<file path="config.mk">
export PLATFORM = sky130hd
export DESIGN_NAME = stable_priority_queue_top
export DESIGN_NICKNAME = d
export VERILOG_FILES = /design/src/sv/spq_pkg.sv /design/src/sv/spq_cell.sv /design/src/sv/spq_queue.sv /design/src/sv/stable_priority_queue_top.sv
export VERILOG_INCLUDE_DIRS = /design/src /design/src/sv
export SDC_FILE = /design/constraint.sdc
export NUM_CORES = 2
export LEC_CHECK = 0
export ABC_AREA = 1
export CAP_MARGIN = 30
export CORE_AREA = 3 3 485 247
export DETAILED_ROUTE_END_ITERATION = 12
export DIE_AREA = 0 0 488 250
export DONT_BUFFER_PORTS = 1
export GPL_TIMING_DRIVEN = 0
export SYNTH_ARGS = -nofsm -noshare
export SYNTH_HDL_FRONTEND = slang
export SYNTH_SLANG_ARGS = --single-unit
export TNS_END_PERCENT = 5
</file>
<file path="constraint.sdc">
create_clock -name clk_i -period 6.1 [get_ports clk_i]
set_clock_uncertainty 0.15 [all_clocks]
set_input_delay 1.22 -clock clk_i [delete_from_list [all_inputs] [get_ports clk_i]]
set_output_delay 1.22 -clock clk_i [all_outputs]
set_load 0.01 [all_outputs]
</file>
<file path="src/sv/stable_priority_queue_top_macros.svh">
// Assertion macros for the RTL, included by spq_queue.
`ifndef STABLE_PRIORITY_QUEUE_TOP_MACROS_SVH
`define STABLE_PRIORITY_QUEUE_TOP_MACROS_SVH

// Check cons in the same cycle as ante.
`define SPQ_ASSERT_IMP(lbl, ante, cons, msg) \
  lbl: assert property (@(posedge clk_i) disable iff (!rst_ni) (ante) |-> (cons)) \
    else $error(msg);

// Check cons in the cycle after ante.
`define SPQ_ASSERT_NXT(lbl, ante, cons, msg) \
  lbl: assert property (@(posedge clk_i) disable iff (!rst_ni) (ante) |=> (cons)) \
    else $error(msg);

`endif

</file>
<file path="src/sv/spq_pkg.sv">
package spq_pkg;

  localparam int DefaultDepth = 16;
  localparam int EntryW       = 44;
  localparam int CountOutW    = 5;
  localparam int InDataW      = 48;
  localparam int OutDataW     = 56;
  localparam int InUserW      = 1;
  localparam int OutUserW     = 2;

  typedef enum logic {
    OpPush = 1'b0,
    OpPop  = 1'b1
  } op_e;

  // prio sits in the lowest bits
  typedef struct packed {
    logic [15:0] amount;
    logic [3:0]  status;
    logic [7:0]  resource;
    logic [7:0]  system;
    logic [7:0]  prio;
  } entry_t;

  typedef struct packed {
    logic push_en;
    logic pop_en;
  } shift_ctrl_t;

  typedef struct packed {
    logic                 push_dropped;
    logic                 pop_valid;
    logic [CountOutW-1:0] entry_count;
    entry_t               item;
  } result_t;

endpackage

</file>
<file path="src/sv/spq_cell.sv">
module spq_cell
  import spq_pkg::*;
(
  input  logic        clk_i,
  input  shift_ctrl_t ctrl_i,
  input  logic        valid_i,
  input  entry_t      new_entry_i,
  input  logic        prev_keep_i,
  input  entry_t      prev_entry_i,
  input  entry_t      next_entry_i,
  output logic        keep_o,
  output entry_t      entry_o
);

  entry_t entry_q, entry_d;

  // keep the slot when it stays ahead of the new item
  assign keep_o = valid_i && (entry_q.prio >= new_entry_i.prio);

  always_comb begin
    entry_d = entry_q;
    if (ctrl_i.push_en) begin
      if (!keep_o) begin
        entry_d = prev_keep_i ? new_entry_i : prev_entry_i;
      end
    end else if (ctrl_i.pop_en) begin
      entry_d = next_entry_i;
    end
  end

  always_ff @(posedge clk_i) begin
    entry_q <= entry_d;
  end

  assign entry_o = entry_q;

endmodule

</file>
<file path="src/sv/spq_queue.sv">
module spq_queue
  import spq_pkg::*;
#(
  parameter int DEPTH = DefaultDepth,
  parameter int CntW  = $clog2(DEPTH + 1)
) (
  input  logic    clk_i,
  input  logic    rst_ni,
  input  logic    exec_i,
  input  op_e     op_i,
  input  entry_t  item_i,
  output result_t result_o
);

  `include "stable_priority_queue_top_macros.svh"

  logic [CntW-1:0] count_q, count_d;
  logic            full, empty;
  shift_ctrl_t     ctrl;
  logic            keep [DEPTH];
  entry_t          ent  [DEPTH];

  assign full  = (count_q == CntW'(DEPTH));
  assign empty = (count_q == '0);

  assign ctrl.push_en = exec_i && (op_i == OpPush) && !full;
  assign ctrl.pop_en  = exec_i && (op_i == OpPop) && !empty;

  for (genvar i = 0; i < DEPTH; i++) begin : g_cell
    logic   prev_keep;
    entry_t prev_entry, next_entry;

    if (i == 0) begin : g_head
      assign prev_keep  = 1'b1;
      assign prev_entry = item_i;
    end else begin : g_body
      assign prev_keep  = keep[i-1];
      assign prev_entry = ent[i-1];
    end

    if (i == DEPTH - 1) begin : g_tail
      assign next_entry = ent[i];
    end else begin : g_mid
      assign next_entry = ent[i+1];
    end

    spq_cell u_cell (
      .clk_i        (clk_i),
      .ctrl_i       (ctrl),
      .valid_i      (CntW'(i) < count_q),
      .new_entry_i  (item_i),
      .prev_keep_i  (prev_keep),
      .prev_entry_i (prev_entry),
      .next_entry_i (next_entry),
      .keep_o       (keep[i]),
      .entry_o      (ent[i])
    );
  end

  always_comb begin
    count_d = count_q;
    if (ctrl.push_en) begin
      count_d = count_q + 1'b1;
    end else if (ctrl.pop_en) begin
      count_d = count_q - 1'b1;
    end
  end

  always_ff @(posedge clk_i or negedge rst_ni) begin
    if (!rst_ni) begin
      count_q <= '0;
    end else begin
      count_q <= count_d;
    end
  end

  assign result_o.push_dropped = exec_i && (op_i == OpPush) && full;
  assign result_o.pop_valid    = ctrl.pop_en;
  assign result_o.entry_count  = CountOutW'(count_d);
  assign result_o.item         = ctrl.pop_en ? ent[0] : '0;

  `SPQ_ASSERT_IMP(a_count_bound, 1'b1, count_q <= CntW'(DEPTH), "count above depth")
  `SPQ_ASSERT_NXT(a_pop_dec, ctrl.pop_en, count_q == $past(count_q) - 1'b1,
                  "pop did not decrement count")
  `SPQ_ASSERT_NXT(a_push_inc, ctrl.push_en, count_q == $past(count_q) + 1'b1,
                  "push did not increment count")
  `SPQ_ASSERT_IMP(a_drop_full, result_o.push_dropped, full, "drop while not full")
  `SPQ_ASSERT_IMP(a_sorted, count_q >= CntW'(2), ent[0].prio >= ent[1].prio,
                  "head out of order")

endmodule

</file>
<file path="src/sv/stable_priority_queue_top.sv">
// Stable priority queue of events.
// Slave channel s_axis: one item per handshake; tuser selects push (0) or pop (1),
// tdata carries the event for a push and is ignored for a pop.
// Master channel m_axis: exactly one item per accepted input item, in order.
// tuser flags a returned event (pop_valid) or a dropped push (push_dropped);
// tdata carries the popped event (zero otherwise) and the entry count after the op.
// Equal priorities leave in arrival order; a push to a full queue is dropped.
// Path: the input handshake loads the input register; when the output register is
// free or being read, the item moves through the compare-and-shift row of DEPTH
// cells into the result register.
// Throughput: one item per cycle while m_axis is not stalled, set by the parallel
// compare and shift over all cells.
// Stall: while m_axis is stalled one result waits in the output register and one
// item waits in the input register; s_axis_tready then drops until m_axis moves.
// Reset: rst_ni clears the entry count and both valid flags; the queue comes up
// empty with s_axis_tready high.
module stable_priority_queue_top
  import spq_pkg::*;
#(
  parameter int DEPTH = DefaultDepth
) (
  input  logic                clk_i,
  input  logic                rst_ni,
  input  logic                s_axis_tvalid,
  output logic                s_axis_tready,
  // in_priority[7:0], in_system[15:8], in_resource[23:16], in_status[27:24],
  // in_amount[43:28], zero [47:44]
  input  logic [InDataW-1:0]  s_axis_tdata,
  // op[0]
  input  logic [InUserW-1:0]  s_axis_tuser,
  output logic                m_axis_tvalid,
  input  logic                m_axis_tready,
  // out_priority[7:0], out_system[15:8], out_resource[23:16], out_status[27:24],
  // out_amount[43:28], entry_count[48:44], zero [55:49]
  output logic [OutDataW-1:0] m_axis_tdata,
  // pop_valid[0], push_dropped[1]
  output logic [OutUserW-1:0] m_axis_tuser
);

  logic    in_valid_q, in_valid_d;
  op_e     in_op_q;
  entry_t  in_item_q;
  logic    out_valid_q, out_valid_d;
  result_t out_q;
  result_t result;
  logic    advance;

  assign advance       = in_valid_q && (!out_valid_q || m_axis_tready);
  assign s_axis_tready = !in_valid_q || advance;

  assign in_valid_d  = (s_axis_tvalid && s_axis_tready) || (in_valid_q && !advance);
  assign out_valid_d = advance || (out_valid_q && !m_axis_tready);

  always_ff @(posedge clk_i or negedge rst_ni) begin
    if (!rst_ni) begin
      in_valid_q  <= 1'b0;
      out_valid_q <= 1'b0;
    end else begin
      in_valid_q  <= in_valid_d;
      out_valid_q <= out_valid_d;
    end
  end

  always_ff @(posedge clk_i) begin
    if (s_axis_tvalid && s_axis_tready) begin
      in_op_q   <= op_e'(s_axis_tuser[0]);
      in_item_q <= entry_t'(s_axis_tdata[EntryW-1:0]);
    end
    if (advance) begin
      out_q <= result;
    end
  end

  spq_queue #(
    .DEPTH (DEPTH)
  ) u_queue (
    .clk_i    (clk_i),
    .rst_ni   (rst_ni),
    .exec_i   (advance),
    .op_i     (in_op_q),
    .item_i   (in_item_q),
    .result_o (result)
  );

  assign m_axis_tvalid = out_valid_q;
  assign m_axis_tdata  = {(OutDataW - EntryW - CountOutW)'(0), out_q.entry_count,
                          out_q.item};
  assign m_axis_tuser  = {out_q.push_dropped, out_q.pop_valid};

endmodule

</file>
==> results.tsv <==
metric	value	unit
post-CTS sizing	0	
Power Density	417	nW/um^2
CTS tree	built	
worst path cell trace	inv_1, a21oi_4, nand3_2, inv_2, nor2_2, buf_2, a31oi_4, buf_16	
R2R Path Start	in_item_q[3]$_DFFE_PP_	
DR WL/cell	18.3	um
Antenna Nets Post-Route	0	
Setup Slack @ Placement	1020	ps
largest net degree at the start of global routing	41	
GRT Resource Usage Total	22.0	%
Synth Instances	5712	
Top Ports	113	
IO Port Bufs	0	
Synth cell types	32	
Max FO, Critical Path	25	
Worst Path Class, Setup	input port to register	
Psw	8.29	mW
CTS Sinks	807	
commonest cells after routing, fill and taps aside	nand2_1 (2115), nand3_1 (1251), edfxtp_1 (800)	
Hold Buf Count CTS	0	
Clk pwr share	24.4	%
setup_tns	0	ps
Sw Ratio	38.6	%
crit start category	input port	
core area	115000	um^2
Max clock buf depth	3	
HPWL Detailed	109	mm
Final GP Congestion	0.875	
post-route cell area	51600	um^2
area delta synth->final	11.6	%
Util after Layout	44.7	%
vias per cell	5.00	
synthesized flop and latch total	807	
Reg clk slew, reported paths	60	ps
fraction of layout cells with a size suffix above 1	7.44	%
Pleak	24.4	nW
Comb power frac	35.8	%
Final min period	4370	ps
Setup crit end kind	register	
most common cell after layout, fill and taps aside	nand2_1	
sequential area share after synthesis	52.4	%
initial core utilization	40.1	%
vias in the first global route	36100	
HP Class	input port to asynchronous set/reset pin	
root buffer cell	clkbuf_16	
number of warnings issued by yosys	0	
DRC Markers	0	
TritonCTS Buffers	83	
H-Tree Depth	3	
initial antenna violation count	11	
Die X	488	um
dpl cell area	48800	um^2
global-route wire length before repair	209	mm
Slew @ Worst Pin	1110	ps
std cell rows	88	
Detailed Route WL	136	mm
CP max stage cell	a21oi_4	
WP data arrival	4590	ps
Fillers	11300	
relative slew slack	25.8	%
post-synth design cell area	46200	um^2
RSZ-0062 raised after global routing	no	
clock latency on the worst-skew pair	680	ps
Final nets	6010	
fmax	229	MHz
Overflow after GRT	0	
status	finished clean	
Die Span Y	250	um
final setup margin	1730	ps
worst vdd ir	0.201	mV
Slowest Stage Delay on Critical Path	760	ps
Final Cycle Share	71.6	%
worst path required time	6320	ps
Hold Fails Final Rpt	0	
Post-CTS Setup Repair Bufs	0	
final setup fails	0	
die footprint	122000	um^2
number of max-cap violations	0	
Vias	37100	
initial DRC count	4043	
Syn Area/Cell	8.09	um^2
drt first pass iters	7	
sequential power share	39.8	%
internal power	13.2	mW
Synth area leaders	edfxtp_1 (52%), nand2_1 (17%), nand3_1 (14%)	
final max-slew violation count	0	
top cell type by total area after synthesis	edfxtp_1	
launch point of the critical path	m_axis_tready	
Fin Hold WS	96.0	ps
Yosys top cell area share	52.0	%
## path summary, 6_finish.rpt
check	end	slack, ps	depth (start not counted)
hold reg to reg	m_axis_tvalid$_DFF_PN0_	360	2
setup / recovery	u_queue.g_cell[9].u_cell.entry_o[6]$_DFFE_PP_	1730	8
setup reg to reg	u_queue.g_cell[13].u_cell.entry_o[8]$_DFFE_PP_	1780	10
max in group asynchronous	u_queue.count_q[1]$_DFF_PN0_	5630	0
hold / removal	u_queue.count_q[2]$_DFF_PN0_	100	0
min in group clk_i	m_axis_tvalid$_DFF_PN0_	360	2
## Yosys cell counts (all sizes together)
cell / n
nor3: 1
edfxtp: 800
o211ai: 1
inv: 734
nand4: 4
o21ai: 99
a31oi: 15
buf: 235
nand2: 2128
ha: 132
clkinv: 7
xor2: 5
dfrtp: 7
nor2: 82
conb: 1
nand3: 1253
clkbuf: 155
a21oi: 37
o21a: 16
## power groups by stage
stage          Combinational (mW)  Sequential [mW]  Clock (mW)
2_1_floorplan                5.41             8.49           0
3_3_place_gp                 7.17             8.75           0
3_5_place_dp                 7.60             8.65           0
4_1_cts                      7.63             8.54        5.32
5_1_grt                      8.70             8.68        5.52
6_report                     7.69             8.56        5.24
## layout make-up
type                       count  area, um^2  share of cell area (%)
antenna                        6        15.0                  0.0291
buffer                       390        1890                    3.66
clock buffer                 103        2190                    4.26
clock inverter                47         518                    1.00
inverter                     741        2780                    5.39
multi-input combinational   3780       17600                    34.1
sequential                   807       24200                    46.9
tap                         1530        1910                    3.71
timing repair buffer          22         465                   0.903
## metal layers
layer / global-route usage, % / wire (um) / vias to the layer above
met2: 31.9 / 55100 / 1375
met5: 0 / 91 / -
met4: 5.38 / 3090 / 14
met1: 33.3 / 66400 / 16800
li1: - / - / 18800
met3: 4.34 / 11200 / 190
## registers in the layout, indices dropped and copies added (netlist names)
name and count:
in_valid_q 1, in_item_q 44, u_queue.g_cell.u_cell.entry_o 704, in_op_q 1, m_axis_tvalid 1, m_axis_tuser 2, m_axis_tdata 49, u_queue.count_q 5
## cells by family after synthesis
| kind of cell | synth area share (%) |
|---|---|
| compound gates | 2.03 |
| fa+ha+maj | 3.58 |
| buf+inv | 10.1 |
| simple gates | 31.8 |
| xor+xnor | 0.0948 |
| flops | 52.4 |
| other cells | 0.00812 |
## stage by stage
| stage | cells | total power, mW |
|---|---|---|
| 2_1_floorplan | 5718 | 13.9 |
| 3_3_place_gp | 7248 | 15.9 |
| 3_5_place_dp | 7267 | 16.3 |
| 4_1_cts | 7417 | 21.5 |
| 5_1_grt | 7421 | 22.9 |
| 6_report | 7426 | 21.5 |
## worst max-delay path, delay by kind of cell
family / cells / cell delay, ps
AND/OR/NAND/NOR: 2 / 710
buffers and inverters: 4 / 1110
AO/OA/AOI/OAI: 2 / 1480
No activity file was read; power rests on OpenSTA's default activity.
